<file path="src/okl_pkg.sv">
// Package for the obfuscated key lookup: cipher constants, obfuscated table and mask function.
package okl_pkg;

  localparam int unsigned TABLE_DEPTH = 63;
  localparam int unsigned KLQ_ROUNDS  = 528;

  localparam logic [63:0] MASK_KEY_HI = 64'h1B7A4C2E93F5A681;
  localparam logic [63:0] MASK_KEY_LO = 64'hC4E9D30F2A75B18C;
  localparam logic [31:0] MIX_MULT    = 32'h01000193;
  localparam logic [31:0] SEED_HI     = 32'hA5A50000;
  localparam logic [31:0] SEED_LO     = 32'h5A5A5A5A;
  localparam logic [31:0] KLQ_NLF     = 32'h3A5C742E;

  localparam int unsigned SERIAL_W = 32;
  localparam int unsigned FAMILY_W = 10;
  localparam int unsigned FIELD_LO = 12;
  localparam int unsigned FIELD_W  = SERIAL_W - FIELD_LO;
  localparam int unsigned KEY_W    = 64;
  localparam int unsigned KIDX_W   = 6;

  typedef logic [KEY_W-1:0] key_word_t;

  localparam key_word_t OBF_TABLE [TABLE_DEPTH] = '{
    64'hA4D87A18212ABBD3, 64'h66FC3402B786F87A, 64'hE68DC12D255BC510,
    64'hE37208B6ED66811D, 64'h86245395FFC36BAB, 64'hCE4206992A2E788A,
    64'h8F3172C24954A14F, 64'hF8D43DE0FF9A09AC, 64'hEDF6D4E357EC9F89,
    64'h90DDB2C3FA640217, 64'hDA57A47D5E61F6C3, 64'hCA2010C56F2A0C83,
    64'hFF7AA4DF94617C30, 64'h0009DCBCAC0CEC81, 64'h0038E127D1DB1BF7,
    64'h5359C4A1DBF8A2A9, 64'hC8BC2C2D08631C46, 64'hD31FA18A4DFEDF3A,
    64'hA83128C024D043B5, 64'hB64098EEFCFC5C7C, 64'h66B4E8C103A63E5D,
    64'h49EFD391BF78BA0B, 64'hC02A7CD958C1245C, 64'h73C52416A55DA983,
    64'hE35AF6CDC03B68ED, 64'h16B7AD3204A6603E, 64'h4F7108922F9A28B9,
    64'h4B13AB79E9B4C271, 64'h0A92369587447165, 64'h79E797E127508A5A,
    64'h913895A16A916E69, 64'hB3C8EED93B035CDB, 64'h7A871DA573459E60,
    64'h86C31AFCACD61968, 64'hCC0A8748FBF74CC9, 64'h9F86A0E7C3D9272F,
    64'h0A846BFAF2E70AEA, 64'h79AF70DB7CE32C71, 64'hA189A995DD8066A4,
    64'h77DF3D7AA98164D6, 64'h7EC18EB2C41D6464, 64'h31E7071BEA7A8AF5,
    64'h8DEE7F954CB98537, 64'hC0A8AAD5C8C3D69C, 64'h8BC8C76C89E74243,
    64'hF9549F513B81E1B7, 64'h43ECCDA69D808B50, 64'hD4C5F8C942253991,
    64'h4CC467DD69550D40, 64'h152FB68923A7CE9F, 64'hFEBCB715155F095D,
    64'h98B684682FB89F0E, 64'h5625854712957BC4, 64'h862B709443849C5A,
    64'h12D6B2773DA73151, 64'h4638DD11BF354FDB, 64'hEC4B1FDF31A5E0FE,
    64'hC8A38B1969D0F0D7, 64'h2558AD7C97D6BEC3, 64'hD5C7A22836E0A1C0,
    64'hF82158A02D17D790, 64'h99E73F22946FB64F, 64'h7A7DE82B37602F7D
  };

  // Standard KeeLoq encryption; only ever evaluated on constants to fill the mask ROM.
  function automatic logic [31:0] klq_encrypt(input logic [31:0] block,
                                               input logic [63:0] key);
    logic [31:0] x;
    logic [4:0]  sel;
    logic        fb;
    x = block;
    for (int r = 0; r < KLQ_ROUNDS; r++) begin
      sel = {x[31], x[26], x[20], x[9], x[1]};
      fb  = x[0] ^ x[16] ^ key[r % 64] ^ KLQ_NLF[sel];
      x   = {fb, x[31:1]};
    end
    return x;
  endfunction

  function automatic key_word_t index_mask(input int unsigned i);
    logic [31:0] mixed;
    mixed = 32'(i) * MIX_MULT;
    return {klq_encrypt(SEED_HI ^ mixed, MASK_KEY_HI),
            klq_encrypt(SEED_LO ^ mixed, MASK_KEY_LO)};
  endfunction

  // Entries past the stored table hold zero.
  function automatic key_word_t obf_word(input int unsigned i);
    key_word_t w;
    w = '0;
    if (i < TABLE_DEPTH) begin
      w = OBF_TABLE[i];
    end
    return w;
  endfunction

endpackage

</file>
<file path="src/okl_key_rom.sv">
// Obfuscated word ROM and per-index mask ROM, both with a registered read port.
module okl_key_rom #(
  parameter int unsigned KEY_COUNT = 63,
  parameter int unsigned IDX_W     = 6
) (
  input  logic                  clk,
  input  logic                  rd_en,
  input  logic [IDX_W-1:0]      rd_addr,
  output okl_pkg::key_word_t    rd_obf,
  output okl_pkg::key_word_t    rd_mask
);

  typedef okl_pkg::key_word_t rom_t [KEY_COUNT];

  function automatic rom_t build_obf();
    rom_t t;
    for (int unsigned i = 0; i < KEY_COUNT; i++) begin
      t[i] = okl_pkg::obf_word(i);
    end
    return t;
  endfunction

  function automatic rom_t build_mask();
    rom_t t;
    for (int unsigned i = 0; i < KEY_COUNT; i++) begin
      t[i] = okl_pkg::index_mask(i);
    end
    return t;
  endfunction

  localparam rom_t OBF_MEM  = build_obf();
  localparam rom_t MASK_MEM = build_mask();

  okl_pkg::key_word_t obf_r;
  okl_pkg::key_word_t mask_r;

  always_ff @(posedge clk) begin
    if (rd_en) begin
      obf_r  <= OBF_MEM[rd_addr];
      mask_r <= MASK_MEM[rd_addr];
    end
  end

  assign rd_obf  = obf_r;
  assign rd_mask = mask_r;

endmodule

</file>
<file path="src/obfuscated_key_lookup_keeloq_top.sv">
// Top level of the obfuscated key lookup: serial decode, ROM read and key recovery.
//
//   channel  ports                                      handshake
//   input    start, busy, in_serial                     start & !busy
//   result   out_valid, out_found, out_device_key,      out_valid, one cycle
//            out_key_index
//   config   cfg_valid, cfg_ready, cfg_data             cfg_valid & cfg_ready
//
// One serial beat is taken every cycle; busy never rises. Each result passes through
// the registered ROM read and then the output register that holds the obfuscated
// word XOR the mask. Reset is synchronous and active low; it clears the valid
// pipeline and the family marker, while the ROM contents are fixed. The receiver
// cannot stall, so every result is shown for exactly one cycle.
module obfuscated_key_lookup_keeloq_top #(
  parameter int unsigned KEY_COUNT = 63
) (
  input  logic                                   clk,
  input  logic                                   rst_n,
  input  logic                                   start,
  output logic                                   busy,
  input  logic [okl_pkg::SERIAL_W-1:0]           in_serial,
  output logic                                   out_valid,
  output logic                                   out_found,
  output logic [okl_pkg::KEY_W-1:0]              out_device_key,
  output logic [okl_pkg::KIDX_W-1:0]             out_key_index,
  input  logic                                   cfg_valid,
  output logic                                   cfg_ready,
  input  logic [okl_pkg::FAMILY_W-1:0]           cfg_data
);

  localparam int unsigned IDX_W = (KEY_COUNT > 1) ? $clog2(KEY_COUNT) : 1;

  // The block never pushes back on either the input or the config channel.
  assign busy      = 1'b0;
  assign cfg_ready = 1'b1;

  logic [okl_pkg::FAMILY_W-1:0] family_r;

  always_ff @(posedge clk) begin
    if (!rst_n) begin
      family_r <= '0;
    end else if (cfg_valid && cfg_ready) begin
      family_r <= cfg_data;
    end
  end

  // Decode: the upper field holds index plus one, so a field of zero wraps and
  // misses, and any field above the key count is out of range.
  logic                          accept;
  logic [okl_pkg::FIELD_W-1:0]   field;
  logic [okl_pkg::FIELD_W-1:0]   idx_full;
  logic                          hit;

  assign accept   = start && !busy;
  assign field    = in_serial[okl_pkg::SERIAL_W-1:okl_pkg::FIELD_LO];
  assign idx_full = field - okl_pkg::FIELD_W'(1);
  assign hit      = (in_serial[okl_pkg::FAMILY_W-1:0] == family_r) &&
                    (field != '0) &&
                    (field <= okl_pkg::FIELD_W'(KEY_COUNT));

  okl_pkg::key_word_t rd_obf;
  okl_pkg::key_word_t rd_mask;

  okl_key_rom #(
    .KEY_COUNT (KEY_COUNT),
    .IDX_W     (IDX_W)
  ) u_rom (
    .clk     (clk),
    .rd_en   (accept && hit),
    .rd_addr (idx_full[IDX_W-1:0]),
    .rd_obf  (rd_obf),
    .rd_mask (rd_mask)
  );

  // Stage one travels alongside the ROM read.
  logic                         s1_valid_r;
  logic                         s1_hit_r;
  logic [okl_pkg::KIDX_W-1:0]   s1_idx_r;

  always_ff @(posedge clk) begin
    if (!rst_n) begin
      s1_valid_r <= 1'b0;
    end else begin
      s1_valid_r <= accept;
    end
  end

  always_ff @(posedge clk) begin
    if (accept) begin
      s1_hit_r <= hit;
      s1_idx_r <= idx_full[okl_pkg::KIDX_W-1:0];
    end
  end

  // Stage two: recover the key, zeroing everything on a miss.
  logic                         out_valid_r;
  logic                         found_r;
  okl_pkg::key_word_t           key_r;
  logic [okl_pkg::KIDX_W-1:0]   kidx_r;
  logic                         found_nxt;
  okl_pkg::key_word_t           key_nxt;
  logic [okl_pkg::KIDX_W-1:0]   kidx_nxt;

  always_comb begin
    found_nxt = s1_hit_r;
    key_nxt   = s1_hit_r ? (rd_obf ^ rd_mask) : '0;
    kidx_nxt  = s1_hit_r ? s1_idx_r : '0;
  end

  always_ff @(posedge clk) begin
    if (!rst_n) begin
      out_valid_r <= 1'b0;
    end else begin
      out_valid_r <= s1_valid_r;
    end
  end

  always_ff @(posedge clk) begin
    if (s1_valid_r) begin
      found_r <= found_nxt;
      key_r   <= key_nxt;
      kidx_r  <= kidx_nxt;
    end
  end

  assign out_valid      = out_valid_r;
  assign out_found      = found_r;
  assign out_device_key = key_r;
  assign out_key_index  = kidx_r;

endmodule
</file>
<file path="config.mk">
export PLATFORM = sky130hd
export DESIGN_NAME = obfuscated_key_lookup_keeloq_top
export DESIGN_NICKNAME = d
export VERILOG_FILES = /design/src/okl_pkg.sv /design/src/okl_key_rom.sv /design/src/obfuscated_key_lookup_keeloq_top.sv
export SDC_FILE = /design/constraint.sdc
export NUM_CORES = 1
export LEC_CHECK = 0
export ABC_AREA = 1
export BUFFER_PORTS_ARGS = -buffer_cell sky130_fd_sc_hd__buf_2
export CORE_MARGIN = 1.5
export CORE_UTILIZATION = 35
export DETAILED_ROUTE_END_ITERATION = 8
export HOLD_SLACK_MARGIN = 0.06
export PLACE_DENSITY = 0.58
export SLEW_MARGIN = 5
export SYNTH_ARGS = -nofsm -noshare
export SYNTH_HDL_FRONTEND = slang
export SYNTH_SLANG_ARGS = --single-unit
</file>
<file path="constraint.sdc">
create_clock -name clk -period 21.1 [get_ports clk]
set_clock_uncertainty 0.1 [all_clocks]
set_input_delay 4.22 -clock clk [delete_from_list [all_inputs] [get_ports clk]]
set_output_delay 4.22 -clock clk [all_outputs]
set_load 0.02 [all_outputs]
</file>
==> results of run 1 <==
## cells by family after synthesis
group	count (synthesis)	share of synthesized area [%]
xor gates and xnor gates	2	0.106
DFF	218	39.1
adders and majority gates	22	1.76
buffers and inverters	257	7.58
AOI/OAI and AO/OA	37	1.15
and+or+nand+nor	1955	50.3
other	2	0.0456
## cells in the final DEF, fill, tap and decap left out, types with 5 or more instances in the layout
| cell type | n |
|---|---|
| clkbuf_1 | 7 |
| ha_1 | 19 |
| inv_1 | 84 |
| nand2_1 | 1028 |
| a21oi_1 | 7 |
| nand4_1 | 5 |
| o21ai_0 | 25 |
| clkbuf_16 | 25 |
| nand3_1 | 711 |
| nor2_1 | 196 |
| clkinv_1 | 6 |
| buf_4 | 29 |
| buf_2 | 115 |
| dfxtp_1 | 11 |
| edfxtp_1 | 206 |
## worst register-to-register path, stage by stage, from the launching register on
cell     delay [ps]
dfxtp_1         310
inv_1            50
nand2_1          60
o21ai_0          70
nor2_1          130
nand2_1          60
nor2_1          100
nand2_1         120
nor2_4           90
buf_4           650
buf_4           840
## power breakdown
group / total [mW] / internal, mW / switching, mW
logic: 0.463 / 0.0959 / 0.368
registers: 0.491 / 0.488 / 0.00312
clock network: 0.395 / 0.227 / 0.167
total: 1.35 / 0.811 / 0.538
## registers in the layout (all words and copies together), names as in the netlist
name            count
u_rom.rd_obf       64
family_r           10
s1_idx_r            6
out_valid           1
out_device_key     64
out_key_index       6
out_found           1
s1_valid_r          1
u_rom.rd_mask      64
found_nxt           1
## per-layer routing
layer	vias up	GRT usage [%]	wire length, um
met5	-	0	65
met4	10	27.0	8410
met3	425	15.7	14700
met2	1536	56.5	39100
met1	9039	52.1	37000
li1	8287	-	-
## through the flow
step,util (%),hold slack (ps),cell area (sq um),instances
finish,38.6,387,17900,3118
CTS,38.6,391,17900,3116
global route,38.6,419,17900,3116
floorplan,-,324,16500,2493
detailed placement,37.0,382,17200,3075
global placement,37.0,367,17200,3075
## cell type report
| class | instances | share of cell area (%) |
|---|---|---|
| Timing Repair Buffer | 145 | 4.54 |
| Antenna cell | 2 | 0.0279 |
| Clock inverter | 9 | 0.384 |
| Sequential cell | 218 | 35.9 |
| Multi-Input combinational cell | 2018 | 49.5 |
| Tap cell | 607 | 4.24 |
| Clock buffer | 32 | 3.64 |
| Inverter | 87 | 1.82 |
## worst max-delay path by stage
stage	endpoint	slack [ps]	cells after the start
3_3_place_gp	u_rom.rd_obf[1]	11620	15
6_report	u_rom.rd_obf[9]	11800	15
3_5_place_dp	u_rom.rd_obf[1]	11630	15
4_1_cts	u_rom.rd_obf[1]	12200	15
5_1_grt	u_rom.rd_obf[1]	12070	15
2_1_floorplan	u_rom.rd_mask[0]	10170	7
==> qor.json, run 1 <==
{
  "rr_startpoint": {"value": "family_r[8]"},
  "post_cts_buffers": {"value": 0},
  "family_with_the_most_delay_on_the_worst_path": {"value": "buffers and inverters"},
  "gp_congestion": {"value": 1.15},
  "synth_seq_area_share": {"value": 39.1, "unit": "%"},
  "worst_path_cell_trace": {"value": "buf_2 > inv_2 > ha_1 > inv_1 > ha_2 > inv_1 > buf_4 > nand2_1 > nand2_1 > inv_1 > nand2_1 > nand2_1 > nand3_1 > nand3_1 > nand2_1"},
  "die_h": {"value": 220, "unit": "um"},
  "timing.critical_path.fanout_max": {"value": 15},
  "insertion_delay": {"value": 530, "unit": "ps"},
  "multi_input_area": {"value": 8860, "unit": "sq um"},
  "drt-vias-per-instance": {"value": 6.19},
  "grt_first_pass_wirelength": {"value": 136000, "unit": "um"},
  "dr_total_vias": {"value": 19300},
  "antenna_violating_nets_post_route": {"value": 0},
  "worst_slew_pin_slew": {"value": 1200, "unit": "ps"},
  "run_status": {"value": "finished, final reports clean"},
  "r2r_cells": {"value": 10},
  "cts.clk_slew.worst_paths": {"value": 60, "unit": "ps"},
  "placeableCoreArea": {"value": 46500, "unit": "sq um"},
  "timing.setup.tns": {"value": 0, "unit": "ps"},
  "grt_antenna_before_repair": {"value": 9},
  "layout.nets": {"value": 2562},
  "power.total": {"value": 1.35, "unit": "mW"},
  "ys_dominant_reg_cell": {"value": "edfxtp_1"},
  "clock_sinks": {"value": 218},
  "finalWorstSetupSlack": {"value": 11800, "unit": "ps"},
  "drive_above_1_share": {"value": 7.69, "unit": "%"},
  "die-area": {"value": 48300, "unit": "sq um"},
  "synthTopCellsByArea": {"value": "edfxtp_1 38%, nand2_1 24%, nand3_1 22%"},
  "ir_drop": {"value": 0.0000525, "unit": "V"},
  "worst_path_most_repeated_cell": {"value": "nand2_1"},
  "finalSetupViolCount": {"value": 0},
  "globalRoute.totalOverflow": {"value": 0},
  "final_hold_viol_count": {"value": 0},
  "max_cap_violations": {"value": 0},
  "min_delay_path_class": {"value": "flop to flop"},
  "synth_top_area_share": {"value": 37.6, "unit": "%"},
  "drt-total-wl": {"value": 99300, "unit": "um"},
  "synth_async_sr_flop_share": {"value": 0, "unit": "%"},
  "yosysUniqueCellTypes": {"value": 26},
  "min_period": {"value": 9300, "unit": "ps"},
  "floorplan.rows": {"value": 79},
  "worst_path_largest_cell_delay": {"value": 700, "unit": "ps"},
  "timing.critical_path.slowest_stage_cell": {"value": "nand2_1"},
  "max-slew-margin-rel": {"value": 19.6, "unit": "%"},
  "area.sequential": {"value": 6430, "unit": "sq um"},
  "cts_tree": {"value": "built"},
  "starting_density": {"value": 35.4, "unit": "%"},
  "grt_setup_unrepaired": {"value": "false"},
  "cts-resized-gates": {"value": 0},
  "cts.htree.levels": {"value": 1},
  "grt_overall_usage": {"value": 40.8, "unit": "%"},
  "synth.most_common_cell": {"value": "nand2_1"},
  "critPathKind": {"value": "input port to flop"},
  "cp.arrival": {"value": 9440, "unit": "ps"},
  "port_buffers": {"value": 115},
  "syn_area_per_cell": {"value": 6.60, "unit": "sq um"},
  "clock-root-buffer": {"value": "clkbuf_16"},
  "final.fill_count": {"value": 5102},
  "r2r_slack": {"value": 18130, "unit": "ps"},
  "synth_top_area_cell": {"value": "edfxtp_1"},
  "whs_path_depth": {"value": 2},
  "highest_achievable_clock_rate": {"value": 108, "unit": "MHz"},
  "synthesis.yosys.warnings": {"value": 0},
  "flip_flop_and_latch_count_after_synthesis": {"value": 218},
  "grt_pass1_vias": {"value": 17600},
  "chipWidth": {"value": 220, "unit": "um"},
  "cells_after_synth": {"value": 2493},
  "top_level_ports": {"value": 120},
  "total_of_hold_buffers_inserted_after_clock_tree_synthesis": {"value": 0},
  "min_delay_src": {"value": "family_r[2]"},
  "end_kind": {"value": "flop"},
  "crit_path_from": {"value": "in_serial[12]"},
  "critical_path_required": {"value": 21240, "unit": "ps"},
  "critical_path.startpoint_type": {"value": "input port"},
  "area_growth": {"value": 8.92, "unit": "%"},
  "drtPass1Iterations": {"value": 7},
  "synth_nets": {"value": 2561},
  "synth_enable_flop_cells": {"value": 206},
  "post_synth_most_frequent_cells": {"value": "1034 x nand2_1, 712 x nand3_1, 206 x edfxtp_1"},
  "slew_violations": {"value": 0},
  "pin_count_of_the_biggest_net_entering_global_routing": {"value": 141},
  "power_per_cell_area": {"value": 75.3, "unit": "nW/um^2"},
  "detail_route.iter0.violations": {"value": 3783},
  "whs_endpoint": {"value": "family_r[2]"},
  "synth_area": {"value": 16500, "unit": "sq um"},
  "dp_worst_setup_slack": {"value": 11630, "unit": "ps"},
  "numCtsBuffers": {"value": 24},
  "dp_wirelength": {"value": 70400, "unit": "um"},
  "p_leak": {"value": 8.66, "unit": "nW"},
  "drt_drc_violations_left": {"value": 0},
  "cts.path.max_buffers": {"value": 3},
  "path_buf_inv": {"value": 6},
  "route.detailed.wl_per_inst": {"value": 31.8, "unit": "um"},
  "timing.rr.end": {"value": "u_rom.rd_obf[37]"},
  "post-route-period-util": {"value": 44.1, "unit": "%"}
}
No activity file was read; power rests on OpenSTA's default activity.
==> inputs of run 2 (changes only) <==
==> constraint.sdc (replaced) <==
create_clock -name clk -period 9.19 [get_ports clk]
set_clock_uncertainty 0.1 [all_clocks]
set_input_delay 1.838 -clock clk [delete_from_list [all_inputs] [get_ports clk]]
set_output_delay 1.838 -clock clk [all_outputs]
set_load 0.02 [all_outputs]
==> qor.json, run 2 (synthesis gave the netlist of run 1 again) <==
{
  "area_growth": {"value": 9.29, "unit": "%"},
  "min_period": {"value": 6440, "unit": "ps"},
  "cp.arrival": {"value": 6650, "unit": "ps"},
  "finalSetupViolCount": {"value": 0},
  "clock_sinks": {"value": 218},
  "max-slew-margin-rel": {"value": 15.5, "unit": "%"},
  "cts_tree": {"value": "built"},
  "critical_path.startpoint_type": {"value": "input port"},
  "worst_slew_pin_slew": {"value": 1270, "unit": "ps"},
  "detail_route.iter0.violations": {"value": 3561},
  "grt_first_pass_wirelength": {"value": 135000, "unit": "um"},
  "floorplan.rows": {"value": 79},
  "port_buffers": {"value": 115},
  "timing.critical_path.slowest_stage_cell": {"value": "inv_1"},
  "r2r_slack": {"value": 6500, "unit": "ps"},
  "worst_path_cell_trace": {"value": "buf_2 > inv_2 > ha_1 > buf_4 > inv_1 > ha_2 > inv_1 > nand2_1 > buf_4 > nand2_1 > nand2_1 > nand3_1 > nand3_1 > nand2_1"},
  "drive_above_1_share": {"value": 8.10, "unit": "%"},
  "total_of_hold_buffers_inserted_after_clock_tree_synthesis": {"value": 0},
  "chipWidth": {"value": 220, "unit": "um"},
  "finalWorstSetupSlack": {"value": 2750, "unit": "ps"},
  "highest_achievable_clock_rate": {"value": 155, "unit": "MHz"},
  "drt_drc_violations_left": {"value": 0},
  "most-common-layout-cells": {"value": "1028 x nand2_1, 711 x nand3_1, 206 x edfxtp_1"},
  "placeableCoreArea": {"value": 46500, "unit": "sq um"},
  "min_delay_path_class": {"value": "flop to flop"},
  "final_common_cell": {"value": "nand2_1"},
  "top_level_ports": {"value": 120},
  "drtPass1Iterations": {"value": 6},
  "stdcell_count": {"value": 3130},
  "cts.clk_slew.worst_paths": {"value": 60, "unit": "ps"},
  "ir_drop": {"value": 0.000136, "unit": "V"},
  "dp_wirelength": {"value": 72000, "unit": "um"},
  "grt_overall_usage": {"value": 40.6, "unit": "%"},
  "globalRoute.totalOverflow": {"value": 0},
  "numCtsBuffers": {"value": 23},
  "dr_total_vias": {"value": 19400},
  "whs_path_depth": {"value": 2},
  "die_h": {"value": 220, "unit": "um"},
  "final_hold_viol_count": {"value": 0},
  "drt-total-wl": {"value": 98800, "unit": "um"},
  "cts.path.max_buffers": {"value": 3},
  "cts-resized-gates": {"value": 0},
  "dp_worst_setup_slack": {"value": 2640, "unit": "ps"},
  "critical_path_required": {"value": 9400, "unit": "ps"},
  "power.total": {"value": 3.06, "unit": "mW"},
  "drt-vias-per-instance": {"value": 6.18},
  "route.detailed.wl_per_inst": {"value": 31.6, "unit": "um"},
  "r2r_cells": {"value": 9},
  "numPlacedInstances": {"value": 3086},
  "end_kind": {"value": "flop"},
  "grt_antenna_before_repair": {"value": 6},
  "worst_path_largest_cell_delay": {"value": 910, "unit": "ps"},
  "power_per_cell_area": {"value": 170, "unit": "nW/um^2"},
  "gp_congestion": {"value": 1.15},
  "cts.htree.levels": {"value": 1},
  "layout.nets": {"value": 2572},
  "die-area": {"value": 48300, "unit": "sq um"},
  "final.fill_count": {"value": 5131},
  "antenna_violating_nets_post_route": {"value": 0},
  "max_cap_violations": {"value": 0},
  "worst_path_most_repeated_cell": {"value": "nand2_1"},
  "clock-root-buffer": {"value": "clkbuf_16"},
  "run_status": {"value": "finished, final reports clean"},
  "starting_density": {"value": 35.4, "unit": "%"},
  "insertion_delay": {"value": 550, "unit": "ps"},
  "timing.critical_path.fanout_max": {"value": 19},
  "post-route-period-util": {"value": 70.1, "unit": "%"},
  "post_cts_buffers": {"value": 0},
  "pin_count_of_the_biggest_net_entering_global_routing": {"value": 130},
  "timing.setup.tns": {"value": 0, "unit": "ps"},
  "slew_violations": {"value": 0},
  "critPathKind": {"value": "input port to flop"},
  "grt_pass1_vias": {"value": 17700},
  "grt_setup_unrepaired": {"value": "false"},
  "p_leak": {"value": 8.71, "unit": "nW"}
}
-- run 2: final timing paths --
check	from	endpoint
worst max-delay path	in_serial[12]	u_rom.rd_mask[59]
worst min-delay path	family_r[2]	family_r[2]
worst max register to register	family_r[1]	u_rom.rd_mask[13]
worst min register to register	family_r[2]	family_r[2]
-- run 2: layout make-up --
class,instances,area (sq um),share of cell area [%]
Multi-Input combinational cell,2018,8860,49.3
Sequential cell,218,6430,35.8
Timing Repair Buffer,156,908,5.05
Tap cell,607,759,4.22
Clock buffer,25,583,3.24
Inverter,87,327,1.82
Clock inverter,16,101,0.564
Antenna cell,3,7.51,0.0418
-- run 2: per-layer routing --
metal / track usage, % / up-vias / share of wire [%]
met2: 56.3 / 1478 / 39
li1: - / 8285 / -
met3: 14.8 / 380 / 14
met5: 0 / - / 0.052
met4: 29.3 / 8 / 9.0
met1: 51.6 / 9200 / 38
-- run 2: power breakdown --
| part | switching, mW | internal [mW] | total, mW |
|---|---|---|---|
| registers | 0.00701 | 1.12 | 1.13 |
| clock network | 0.388 | 0.483 | 0.872 |
| logic | 0.835 | 0.225 | 1.06 |
-- run 2: stage by stage --
| stage | cell area [sq um] | util (%) | hold WS [ps] |
|---|---|---|---|
| after global routing | 18000 | 38.7 | 415 |
| after global placement | 17300 | 37.2 | 367 |
| after floorplan | 16500 | - | 324 |
| final | 18000 | 38.7 | 387 |
| after detailed placement | 17300 | 37.2 | 379 |
| after CTS | 18000 | 38.7 | 388 |
-- run 2: critical path: cells and delay by family --
family                   cells  cell delay [ps]
buffers and inverters        6             2520
AND/OR/NAND/NOR              6             1590
adder cells (fa/ha/maj)      2              650
